$ cat src/rbnf_pkg.sv
`default_nettype none
// ----------------------------------------------------------------------------
// rbnf_pkg
// Shared widths, constants, types and helpers of the ray/box face hit block.
// ----------------------------------------------------------------------------
package rbnf_pkg;

	localparam int COORD_W   = 32;
	localparam int DIST_W    = 40;
	localparam int FACE_W    = 3;
	localparam int NUM_FACES = 6;
	localparam int NUM_AXES  = 3;
	localparam int MAG_W     = 32;
	localparam int FRAC_W    = 16;
	localparam int PROD_W    = 57;
	localparam int PT_W      = 58;

	localparam logic [DIST_W-1:0] FAR_RESET = 40'd6553600000;
	localparam logic signed [PT_W-1:0] ONE_PT = 58'sd65536;
	localparam logic signed [PT_W-1:0] MAX32_PT = 58'sd2147483647;
	localparam logic signed [PT_W-1:0] MIN32_PT = -58'sd2147483648;

	typedef struct packed {
		logic [NUM_AXES-1:0][COORD_W-1:0] o;
		logic [NUM_AXES-1:0][MAG_W-1:0]   a;
		logic [NUM_AXES-1:0]              neg;
		logic [DIST_W-1:0]                bound;
		logic [NUM_FACES-1:0]             skip;
	} side_t;

	typedef struct packed {
		logic                          valid;
		logic [DIST_W-1:0]             t;
		logic [FACE_W-1:0]             face;
		logic [NUM_AXES-1:0][PT_W-1:0] p;
	} cand_t;

	// a valid later candidate wins over an invalid one, or when strictly nearer
	function automatic cand_t pick(cand_t a, cand_t b);
		pick = (b.valid && (!a.valid || (b.t < a.t))) ? b : a;
	endfunction

	function automatic logic [COORD_W-1:0] sat32(logic [PT_W-1:0] v);
		logic signed [PT_W-1:0] s;
		s = $signed(v);
		if (s > MAX32_PT)
			sat32 = MAX32_PT[COORD_W-1:0];
		else if (s < MIN32_PT)
			sat32 = MIN32_PT[COORD_W-1:0];
		else
			sat32 = s[COORD_W-1:0];
	endfunction

endpackage
`default_nettype wire

$ cat src/rbnf_select.sv
`default_nettype none
// ----------------------------------------------------------------------------
// rbnf_select
// Nearest-face reduction over the six candidates and the result register.
// ----------------------------------------------------------------------------
module rbnf_select (
	input  wire logic                         clk,
	input  wire logic                         arst_n,
	input  wire logic                         en,
	input  wire logic                         beat_valid,
	input  wire rbnf_pkg::cand_t              cand [rbnf_pkg::NUM_FACES],
	output logic                              res_valid,
	output logic                              hit,
	output logic [rbnf_pkg::FACE_W-1:0]       face,
	output logic [rbnf_pkg::DIST_W-1:0]       distance,
	output logic [rbnf_pkg::COORD_W-1:0]      point_x,
	output logic [rbnf_pkg::COORD_W-1:0]      point_y,
	output logic [rbnf_pkg::COORD_W-1:0]      point_z
);

	rbnf_pkg::cand_t pair_s1 [3];
	rbnf_pkg::cand_t best;
	logic            valid_s1;
	logic            valid_q;
	logic            hit_q;
	logic [rbnf_pkg::FACE_W-1:0]  face_q;
	logic [rbnf_pkg::DIST_W-1:0]  dist_q;
	logic [rbnf_pkg::COORD_W-1:0] px_q, py_q, pz_q;

	always_ff @(posedge clk or negedge arst_n) begin
		if (!arst_n) begin
			valid_s1 <= 1'b0;
			valid_q  <= 1'b0;
		end else if (en) begin
			valid_s1 <= beat_valid;
			valid_q  <= valid_s1;
		end
	end

	always_ff @(posedge clk) begin
		if (en) begin
			pair_s1[0] <= rbnf_pkg::pick(cand[0], cand[1]);
			pair_s1[1] <= rbnf_pkg::pick(cand[2], cand[3]);
			pair_s1[2] <= rbnf_pkg::pick(cand[4], cand[5]);
		end
	end

	always_comb best = rbnf_pkg::pick(rbnf_pkg::pick(pair_s1[0], pair_s1[1]), pair_s1[2]);

	always_ff @(posedge clk) begin
		if (en) begin
			hit_q  <= best.valid;
			face_q <= best.valid ? best.face : '0;
			dist_q <= best.valid ? best.t : '0;
			px_q   <= best.valid ? rbnf_pkg::sat32(best.p[0]) : '0;
			py_q   <= best.valid ? rbnf_pkg::sat32(best.p[1]) : '0;
			pz_q   <= best.valid ? rbnf_pkg::sat32(best.p[2]) : '0;
		end
	end

	assign res_valid = valid_q;
	assign hit       = hit_q;
	assign face      = face_q;
	assign distance  = dist_q;
	assign point_x   = px_q;
	assign point_y   = py_q;
	assign point_z   = pz_q;

endmodule
`default_nettype wire

$ cat config.mk
export PLATFORM = sky130hd
export DESIGN_NAME = rbnf_select
export DESIGN_NICKNAME = d
export VERILOG_FILES = /design/src/rbnf_pkg.sv /design/src/rbnf_select.sv
export SDC_FILE = /design/constraint.sdc
export NUM_CORES = 2
export LEC_CHECK = 0
export BUFFER_PORTS_ARGS = -buffer_cell sky130_fd_sc_hd__buf_2
export CAP_MARGIN = 15
export CORE_AREA = 2 2 568 570
export CTS_CLUSTER_DIAMETER = 100
export DETAILED_ROUTE_END_ITERATION = 7
export DIE_AREA = 0 0 570 572
export GPL_TIMING_DRIVEN = 1
export HOLD_SLACK_MARGIN = 0.12
export SYNTH_ARGS = -nofsm -noshare
export SYNTH_HDL_FRONTEND = slang
export SYNTH_SLANG_ARGS = --single-unit
$ cat constraint.sdc
create_clock -name clk -period 9.1 [get_ports clk]
set_clock_uncertainty 0.15 [all_clocks]
set_input_delay 0.91 -clock clk [delete_from_list [all_inputs] [get_ports clk]]
set_output_delay 0.91 -clock clk [all_outputs]
set_load 0.01 [all_outputs]
==> flow_summary.json <==
{
  "drt-initial-drc-count": 2698,
  "worstSkewPairLatency_ps": 830,
  "crit_slowest_cell": "o21ai_0",
  "syn_area_per_cell_sq_um": 14.52,
  "detail_route.first_pass.iterations": 6,
  "grt_pass1_wl_um": 334500,
  "p_per_area_mw_per_mm2": 210.9,
  "yosysTopAreaCell": "edfxtp_1",
  "yosysWarnings": 0,
  "cp_data_arrival_time_ps": 8110,
  "crit_path_start_kind": "flop",
  "crit_start": "pair_s1[0][402]",
  "place_ws_ps": 1548,
  "synth-simple-area-share_pct": 4.129,
  "synthArstFlopShare_pct": 0.2513,
  "grt.total_usage_pct": 15.95,
  "peakVddDrop_mv": 0.1343,
  "tightest_slew_ps": 1172,
  "fin_area_sq_mm": 0.05814,
  "grt_max_degree": 160,
  "holdWs_ps": 219.9,
  "nNetsFinal": 5853,
  "yosysTopAreaCellShare_pct": 57.31,
  "netlist_area_sq_mm": 0.04160,
  "drv_cap": 0,
  "max_freq_mhz": 130.7,
  "yosys-top-cells-area": "edfxtp_1 (57%), mux2_2 (19%), ha_1 (5.9%), mux2i_1 (3.3%), o21ai_0 (1.7%)",
  "cts_setup_buffers": 0,
  "initial_core_util_pct": 13.01,
  "cts.sinks": 796,
  "syn-instance-count": 2865,
  "cp.required_ps": 9560,
  "fin_crit_sh_pct": 84.08,
  "hold_viol": 0,
  "cts_max_level": 3,
  "r2r_cells": 21,
  "max_stage_delay_ps": 690,
  "wl_um": 272600,
  "p_leak_nw": 23.04,
  "power_mw": 12.26,
  "io_buffers": 1452,
  "muxShareOfSynthArea_pct": 23.64,
  "cts_hold_buf": 2,
  "r2r_start": "pair_s1[0][402]",
  "dieHeight_um": 572,
  "synth_adder_area_share_pct": 5.864,
  "criticalPathCategory": "reg -> reg",
  "core-area_sq_mm": 0.3198,
  "globalplace.congestion": 0.9598,
  "ys_ff_latch": 796,
  "synth_compound_area_share_pct": 5.840,
  "endpoint": "point_z[13]",
  "dieArea_sq_mm": 0.3260,
  "ant_nets": 0,
  "worst_path_most_repeated_cell": "o21ai_0",
  "timing.slew.headroom_pct": 21.87,
  "synthDistinctLibCells": 59,
  "cts_buffers": 107,
  "setup_violations": 0,
  "place_inst": 8435,
  "detail_route.wl_per_cell_um": 31.07,
  "min_path_cells": 2,
  "fin_crit_ps": 7651,
  "dpl-instance-area_sq_mm": 0.05407,
  "crit_path_cell_trace": "ha_1 > nand4_1 > nor2_1 > a211oi_1 > o21ai_0 > a311oi_4 > nor2_4 > buf_12 > mux2i_1 > ha_1 > nand4_1 > nor4_1 > o21ai_0 > a211oi_1 > o21ai_0 > o2bb2ai_2 > nand2_8 > buf_4 > o211ai_1 > buf_4 > o21ai_0",
  "synth-seq-area-share_pct": 57.43,
  "cts_tree": "yes",
  "finalSetupTns_ps": 0,
  "remaining_drc_errors": 0,
  "pin_count": 1453,
  "dp_hpwl_um": 233500,
  "rows": 208,
  "rsz0062_at_grt": "no",
  "final_common_cell": "buf_2",
  "die_w_um": 570,
  "hold_path_class": "in -> reg",
  "overflow": 0,
  "grt_pass1_vias": 32750,
  "synth_edf_count": 794,
  "areaGrowthSynthToFinish_pct": 39.75,
  "dr_total_vias": 33070,
  "root_buffer": "clkbuf_16",
  "antenna_found_initial": 312,
  "drive_gt1_share_pct": 54.48,
  "end_kind": "flop",
  "r2r_setup_slack_ps": 1450,
  "fill_cells": 35060,
  "synth_xor_area_share_pct": 0,
  "cts-resized-gates": 0,
  "synth_top_family_by_area": "multiplexers",
  "synth_flop_cell": "edfxtp_1",
  "maxSlewViolCount": 0,
  "fin_util_pct": 18.18,
  "syn_nets": 4372,
  "viasPerCell": 3.769,
  "clk_pin_slew_ps": 70,
  "r2r-end": "point_z[13]",
  "clockBufferDepth": 4,
  "layout_common_cells": "buf_2 (1451), edfxtp_1 (794), mux2_2 (716)",
  "setup_slack_ps": 1449,
  "status": "complete, no violations",
  "timing.critical_path.fanout_max": 77,
  "stdcell_count": 8774
}
==> Yosys cell counts (all sizes together), types with 2 or more instances <==
master / count
a31oi: 4
ha: 195
dfrtp: 2
or2: 3
mux2i: 139
a22oi: 5
a221o: 3
inv: 163
a211oi: 16
buf: 100
nor2: 37
nand2: 45
nor3: 16
and4: 2
o22ai: 3
o41ai: 9
a21oi: 51
a41oi: 6
clkbuf: 29
nor4: 61
nor2b: 5
edfxtp: 794
o21ai: 176
o21a: 43
a21o: 48
or4: 16
nand4: 90
nand2b: 7
nand3: 17
o2111ai: 3
nand3b: 2
o211ai: 11
mux2: 750
==> cell type report <==
| class | instances | area [sq um] | share of cell area, % |
|---|---|---|---|
| Clock inverter | 82 | 993.5 | 1.709 |
| Antenna cell | 141 | 352.8 | 0.6069 |
| Multi-Input combinational cell | 1777 | 16540 | 28.46 |
| Clock buffer | 114 | 2704 | 4.650 |
| Inverter | 163 | 611.8 | 1.052 |
| Sequential cell | 796 | 23890 | 41.09 |
| Tap cell | 4200 | 5255 | 9.038 |
| Timing Repair Buffer | 1501 | 7787 | 13.39 |
==> report_power, final <==
group	switching [mW]	internal (mW)	leakage [nW]	total (mW)
clock network	1.84	2.66	1.81	4.50
registers	0.285	4.67	7.79	4.96
logic	1.68	1.12	13.4	2.80
total	3.80	8.46	23.0	12.3
==> metal layers <==
| layer | track usage [%] | share of wire [%] | vias to the layer above |
|---|---|---|---|
| met3 | 7.515 | 12 | 599 |
| li1 | - | - | 14390 |
| met4 | 7.374 | 4.8 | 148 |
| met5 | 0 | 0.37 | - |
| met2 | 24.90 | 45 | 1872 |
| met1 | 18.39 | 38 | 16060 |
==> how the worst min path moves through the flow <==
stage	start	to	slack (ps)
3_3_place_gp	valid_s1	valid_s1	340
5_1_grt	cand[1126]	pair_s1[0][36]	160
4_1_cts	cand[1126]	pair_s1[0][36]	130
2_1_floorplan	valid_s1	valid_s1	320
6_report	cand[1126]	pair_s1[0][36]	220
3_5_place_dp	res_valid	res_valid	360
==> sequential cells by signal, indices dropped and copies added (netlist names) <==
| register | count |
|---|---|
| face | 3 |
| res_valid | 1 |
| point_y | 32 |
| distance | 40 |
| point_z | 32 |
| hit | 1 |
| point_x | 32 |
| pair_s1 | 654 |
| valid_s1 | 1 |
==> cells by family (layout without fill, tap and decap cells) <==
| family | Yosys count | count (layout) |
|---|---|---|
| multiplexers | 889 | 889 |
| buffers and inverters | 292 | 1860 |
| AO/OA/AOI/OAI | 389 | 389 |
| adder cells (fa/ha/maj) | 195 | 195 |
| other | 0 | 141 |
| flip-flops | 796 | 796 |
| AND/OR/NAND/NOR | 304 | 304 |
==> critical path, delay by kind of cell, from the launching register on <==
family	cells	cell delay [ps]
AOI/OAI and AO/OA	9	2920
and+or+nand+nor	6	1600
buffers and inverters	3	1270
adders and majority gates	2	640
DFF	1	390
muxes	1	240
Note: power is estimated with default switching activity, not from simulation.
