--- src/rbnf_pkg.sv ---
`default_nettype none
// ----------------------------------------------------------------------------
// rbnf_pkg
// Shared widths, constants, types and helpers of the ray/box face hit block.
// ----------------------------------------------------------------------------
package rbnf_pkg;

	localparam int COORD_W   = 32;
	localparam int DIST_W    = 40;
	localparam int FACE_W    = 3;
	localparam int NUM_FACES = 6;
	localparam int NUM_AXES  = 3;
	localparam int MAG_W     = 32;
	localparam int FRAC_W    = 16;
	localparam int PROD_W    = 57;
	localparam int PT_W      = 58;

	localparam logic [DIST_W-1:0] FAR_RESET = 40'd6553600000;
	localparam logic signed [PT_W-1:0] ONE_PT = 58'sd65536;
	localparam logic signed [PT_W-1:0] MAX32_PT = 58'sd2147483647;
	localparam logic signed [PT_W-1:0] MIN32_PT = -58'sd2147483648;

	typedef struct packed {
		logic [NUM_AXES-1:0][COORD_W-1:0] o;
		logic [NUM_AXES-1:0][MAG_W-1:0]   a;
		logic [NUM_AXES-1:0]              neg;
		logic [DIST_W-1:0]                bound;
		logic [NUM_FACES-1:0]             skip;
	} side_t;

	typedef struct packed {
		logic                          valid;
		logic [DIST_W-1:0]             t;
		logic [FACE_W-1:0]             face;
		logic [NUM_AXES-1:0][PT_W-1:0] p;
	} cand_t;

	// a valid later candidate wins over an invalid one, or when strictly nearer
	function automatic cand_t pick(cand_t a, cand_t b);
		pick = (b.valid && (!a.valid || (b.t < a.t))) ? b : a;
	endfunction

	function automatic logic [COORD_W-1:0] sat32(logic [PT_W-1:0] v);
		logic signed [PT_W-1:0] s;
		s = $signed(v);
		if (s > MAX32_PT)
			sat32 = MAX32_PT[COORD_W-1:0];
		else if (s < MIN32_PT)
			sat32 = MIN32_PT[COORD_W-1:0];
		else
			sat32 = s[COORD_W-1:0];
	endfunction

endpackage
`default_nettype wire

--- src/rbnf_along.sv ---
`default_nettype none
// ----------------------------------------------------------------------------
// rbnf_along
// One coordinate of origin + t * dir, two register stages.
// ----------------------------------------------------------------------------
module rbnf_along (
	input  wire logic                           clk,
	input  wire logic                           en,
	input  wire logic [rbnf_pkg::DIST_W-1:0]    t,
	input  wire logic [rbnf_pkg::MAG_W-1:0]     a,
	input  wire logic                           neg,
	input  wire logic [rbnf_pkg::COORD_W-1:0]   o,
	output logic      [rbnf_pkg::PT_W-1:0]      p
);

	localparam int FW = rbnf_pkg::FRAC_W;
	localparam int TW = rbnf_pkg::DIST_W;
	localparam int AW = rbnf_pkg::MAG_W;
	localparam int CW = rbnf_pkg::COORD_W;
	localparam int PW = rbnf_pkg::PT_W;
	localparam int MW = rbnf_pkg::PROD_W;

	logic [TW-FW+AW-1:0] ph_s1;
	logic [FW+AW-1:0]    pl_s1;
	logic                neg_s1;
	logic [CW-1:0]       o_s1;
	logic [MW-1:0]       m;
	logic [PW-1:0]       ox;
	logic [PW-1:0]       p_s2;

	always_ff @(posedge clk) begin
		if (en) begin
			ph_s1  <= t[TW-1:FW] * a;
			pl_s1  <= t[FW-1:0] * a;
			neg_s1 <= neg;
			o_s1   <= o;
		end
	end

	always_comb begin
		m  = {1'b0, ph_s1} + MW'(pl_s1[FW+AW-1:FW]);
		ox = {{(PW-CW){o_s1[CW-1]}}, o_s1};
	end

	always_ff @(posedge clk) begin
		if (en)
			p_s2 <= neg_s1 ? ox - {1'b0, m} : ox + {1'b0, m};
	end

	assign p = p_s2;

endmodule
`default_nettype wire

--- config.mk ---
export PLATFORM = sky130hd
export DESIGN_NAME = rbnf_along
export DESIGN_NICKNAME = d
export VERILOG_FILES = /design/src/rbnf_pkg.sv /design/src/rbnf_along.sv
export SDC_FILE = /design/constraint.sdc
export NUM_CORES = 2
export LEC_CHECK = 0
export BUFFER_PORTS_ARGS = -buffer_cell sky130_fd_sc_hd__buf_2
export CORE_MARGIN = 2
export CORE_UTILIZATION = 55
export DETAILED_ROUTE_END_ITERATION = 6
export PLACE_DENSITY_LB_ADDON = 0.05
export SLEW_MARGIN = 20
export SYNTH_ARGS = -nofsm -noshare
export SYNTH_HDL_FRONTEND = slang
export SYNTH_SLANG_ARGS = --single-unit
export TNS_END_PERCENT = 5
--- constraint.sdc ---
create_clock -name clk -period 19.6 [get_ports clk]
set_clock_uncertainty 0.2 [all_clocks]
set_input_delay 1.96 -clock clk [delete_from_list [all_inputs] [get_ports clk]]
set_output_delay 1.96 -clock clk [all_outputs]
set_load 0.02 [all_outputs]
==> impl_summary.log <==
INFO  metric cp.arrival = 9.99 ns
INFO  metric gpl.final_weighted_congestion = 0.872
INFO  metric critPathLaunchType = input pin
INFO  metric critPathRequiredTime = 19.61 ns
INFO  metric grt_pass1_wl = 219000 um
INFO  metric clkSlewWorstSetupHoldPaths = 0.07 ns
INFO  metric via_count = 37642
INFO  metric final_core_utilization = 57.8%
INFO  metric r2r_end = p[56]
INFO  metric core-area = 93500 um^2
INFO  metric antenna_found_initial = 14
INFO  metric synthCells = 5671
INFO  metric global_route.usage.total = 28.8%
INFO  metric tns = 0 ns
INFO  metric port_buffers = 164
INFO  metric dr.pass1.iters = 5
INFO  metric die_height = 311 um
INFO  metric reg2reg_setup_slack = 12.24 ns
INFO  metric finalHoldViolations = 0
INFO  metric first_element_of_the_critical_path = a[9]
INFO  metric placement.cell_area = 53500 um^2
INFO  metric tightest_slew = 1.07 ns
INFO  metric stdcell_area = 54000 um^2
INFO  metric synth_top_cell_by_area = sky130_fd_sc_hd__fa_1
INFO  metric synth-seq-area-share = 10.4%
INFO  metric post-route-min-period = 9.98 ns
INFO  metric cts-root-buf = sky130_fd_sc_hd__clkbuf_16
INFO  metric regToRegStartpoint = pl_s1[36]
INFO  metric hold_buffers = 0
INFO  metric routed_wire_length_per_instance = 19.7 um
INFO  metric use_met2 = 46.8%
INFO  metric post_cts_resize_count = 0
INFO  metric ys.flop_type = sky130_fd_sc_hd__edfxtp_1
INFO  metric total_standard_cell_area_after_synthesis = 51900 um^2
INFO  metric clk-insertion-delay-late = 0.47 ns
INFO  metric top_level_ports = 165
INFO  metric synth.avg_cell_area = 9.15 um^2
INFO  metric dpl.hpwl = 104000 um
INFO  metric setup_viol = 0
INFO  metric numClockSinks = 179
INFO  metric std_cell_rows = 112
INFO  metric holdPathStages = 1
INFO  metric flow.area_growth_from_synthesis = 4.10%
INFO  metric min-delay-start = o_s1[1]
INFO  metric global_route.overflow_total = 0
INFO  metric numCtsBuffers = 17
INFO  metric fmaxAchievable = 100 MHz
INFO  metric crit_type = input pin to register
INFO  metric unrepaired_setup_endpoints_after_global_routing = false
INFO  metric ys_ff_latch = 179
INFO  metric final.period_utilization = 50.9%
INFO  metric global_route_met3_usage = 6.57%
INFO  metric r2r_cells = 25
INFO  metric count_of_unique_library_cells_instantiated_by_yosys = 81
INFO  metric initial_core_util = 55.5%
INFO  metric worstHoldEndpoint = p[1]
INFO  metric first_global_vias = 39653
INFO  metric holdWs = 0.473 ns
INFO  metric netlist.area_leader.share = 41.5%
INFO  metric multi_input_area = 41000 um^2
INFO  metric max_cap_violations = 0
INFO  metric drtAntennaViolNets = 0
INFO  metric grt_util_met1 = 40.0%
INFO  metric vias_per_std_cell = 5.48
INFO  metric syn-num-nets = 7244
INFO  metric layout_common_cells = 1169 x sky130_fd_sc_hd__inv_1, 1077 x sky130_fd_sc_hd__fa_1, 799 x sky130_fd_sc_hd__nand2_1
INFO  metric max-clock-path-buffers = 2
INFO  metric sequential_cell_area_in_the_final_layout = 5380 um^2
INFO  metric layout-drive-gt1-share = 4.72%
INFO  metric post-cts-setup-buffers = 0
INFO  metric crit_fanout = 40
INFO  metric fillerInstances = 8450
INFO  metric worstHoldPathType = register to register
INFO  metric report.final.slew_viol_count = 0
INFO  metric synth_warnings = 0
INFO  metric die_w = 311 um
INFO  metric die_area = 96900 um^2
INFO  metric grt_start_max_net_pins = 74
INFO  metric nNetsFinal = 7174
INFO  metric drc = 0
INFO  metric synth-edff-count = 179
INFO  metric grt-busiest-layer = met2
INFO  metric htree_num_levels = 4
INFO  metric layout_commonest_cell = sky130_fd_sc_hd__inv_1
INFO  metric tritoncts = yes
INFO  metric critPathCaptureType = register
INFO  metric finalWirelength = 135000 um
INFO  metric synth_area_leaders = sky130_fd_sc_hd__fa_1 42%, sky130_fd_sc_hd__edfxtp_1 10%, sky130_fd_sc_hd__ha_1 9.4%
INFO  metric async_flop_share = 0%
INFO  metric dr.first_iter.drc_count = 2655
INFO  metric outcome = finished, final reports clean
INFO  metric slew_headroom = 28.9%
## critical path, cell delays in order
cell and delay [ns]:
sky130_fd_sc_hd__buf_2 0.76, sky130_fd_sc_hd__nand2_1 0.18, sky130_fd_sc_hd__fa_1 0.54, sky130_fd_sc_hd__fa_1 0.54, sky130_fd_sc_hd__inv_1 0.05, sky130_fd_sc_hd__fa_1 0.52, sky130_fd_sc_hd__inv_1 0.07, sky130_fd_sc_hd__fa_1 0.53
sky130_fd_sc_hd__inv_1 0.05, sky130_fd_sc_hd__fa_1 0.45, sky130_fd_sc_hd__fa_1 0.49, sky130_fd_sc_hd__inv_1 0.05, sky130_fd_sc_hd__fa_1 0.47, sky130_fd_sc_hd__inv_1 0.04, sky130_fd_sc_hd__ha_1 0.33, sky130_fd_sc_hd__a21o_1 0.20
sky130_fd_sc_hd__a21o_1 0.18, sky130_fd_sc_hd__a21oi_1 0.18, sky130_fd_sc_hd__o21ai_0 0.19, sky130_fd_sc_hd__or3_1 0.33, sky130_fd_sc_hd__o21ai_0 0.68, sky130_fd_sc_hd__o21bai_1 0.16, sky130_fd_sc_hd__a211oi_1 0.33, sky130_fd_sc_hd__o21ai_0 0.17
sky130_fd_sc_hd__a31o_2 0.25, sky130_fd_sc_hd__a21oi_1 0.16, sky130_fd_sc_hd__xnor2_1 0.08
## final cells by class
cell class                      instances  area share [%]
Multi-Input combinational cell       4035            75.9
Sequential cell                       179            9.95
Inverter                             1169            8.12
Tap cell                             1254            2.90
Timing Repair Buffer                  199            2.02
Clock buffer                           18           0.794
Clock inverter                         14           0.255
Antenna cell                            5          0.0232
## synth_stat cells, types with 7 or more instances
cell type / count
sky130_fd_sc_hd__a21o_1: 103
sky130_fd_sc_hd__and4_1: 14
sky130_fd_sc_hd__nor3_1: 30
sky130_fd_sc_hd__fa_1: 1077
sky130_fd_sc_hd__xnor2_1: 151
sky130_fd_sc_hd__nor2_1: 118
sky130_fd_sc_hd__o211ai_1: 17
sky130_fd_sc_hd__a211o_1: 14
sky130_fd_sc_hd__buf_2: 17
sky130_fd_sc_hd__nor2b_1: 26
sky130_fd_sc_hd__nand4_1: 34
sky130_fd_sc_hd__o21ai_0: 75
sky130_fd_sc_hd__a31o_2: 8
sky130_fd_sc_hd__a21boi_0: 10
sky130_fd_sc_hd__nor4_1: 7
sky130_fd_sc_hd__and3_1: 27
sky130_fd_sc_hd__nand2b_1: 13
sky130_fd_sc_hd__nand2_1: 799
sky130_fd_sc_hd__inv_1: 1169
sky130_fd_sc_hd__clkbuf_1: 265
sky130_fd_sc_hd__and2_1: 582
sky130_fd_sc_hd__xor2_1: 75
sky130_fd_sc_hd__a211oi_1: 21
sky130_fd_sc_hd__or2_2: 7
sky130_fd_sc_hd__o21bai_1: 25
sky130_fd_sc_hd__nand3_1: 45
sky130_fd_sc_hd__o21a_1: 23
sky130_fd_sc_hd__edfxtp_1: 179
sky130_fd_sc_hd__a21oi_1: 181
sky130_fd_sc_hd__a31oi_1: 29
sky130_fd_sc_hd__or3_1: 20
sky130_fd_sc_hd__ha_1: 389
## registers in the layout, indices dropped and copies added (netlist names)
name,cells
p,58
ph_s1,56
pl_s1,32
neg_s1,1
o_s1,32
## cells by family (layout without fill, tap and decap cells)
group           Yosys count  count (layout)  synth area share [%]
simple gates           1749            1749                  16.7
fa+ha+maj              1466            1466                  50.9
buf+inv                1457            1400                  10.6
compound gates          587             587                  7.48
xor+xnor                227             227                  3.84
flops                   179             179                  10.4
mux                       6               6                 0.118
other cells               0               5                     0
## metrics by stage
stage / cells / setup slack (ns)
5_1_grt: 6869 / 9.17
3_3_place_gp: 6836 / 9.31
6_report: 6873 / 9.62
4_1_cts: 6868 / 9.66
3_5_place_dp: 6836 / 9.17
2_1_floorplan: 5671 / 10.59
## worst max-delay path by stage
stage	slack, ns	endpoint	cells after the start
after floorplan	10.59	ph_s1[38]	27
after global placement	9.31	ph_s1[38]	27
after detailed placement	9.17	ph_s1[38]	27
after CTS	9.66	ph_s1[38]	27
after global routing	9.17	ph_s1[38]	27
final	9.62	ph_s1[38]	27
## metal layers
| metal | routed length (um) | vias up |
|---|---|---|
| li1 | - | 17158 |
| met5 | 79 | - |
| met2 | 62200 | 1250 |
| met1 | 58800 | 19061 |
| met4 | 2270 | 12 |
| met3 | 12000 | 161 |
Power is left out: the tool's default activity adds up to more than one toggle a clock period on the data nets, which glitch-free logic cannot reach.
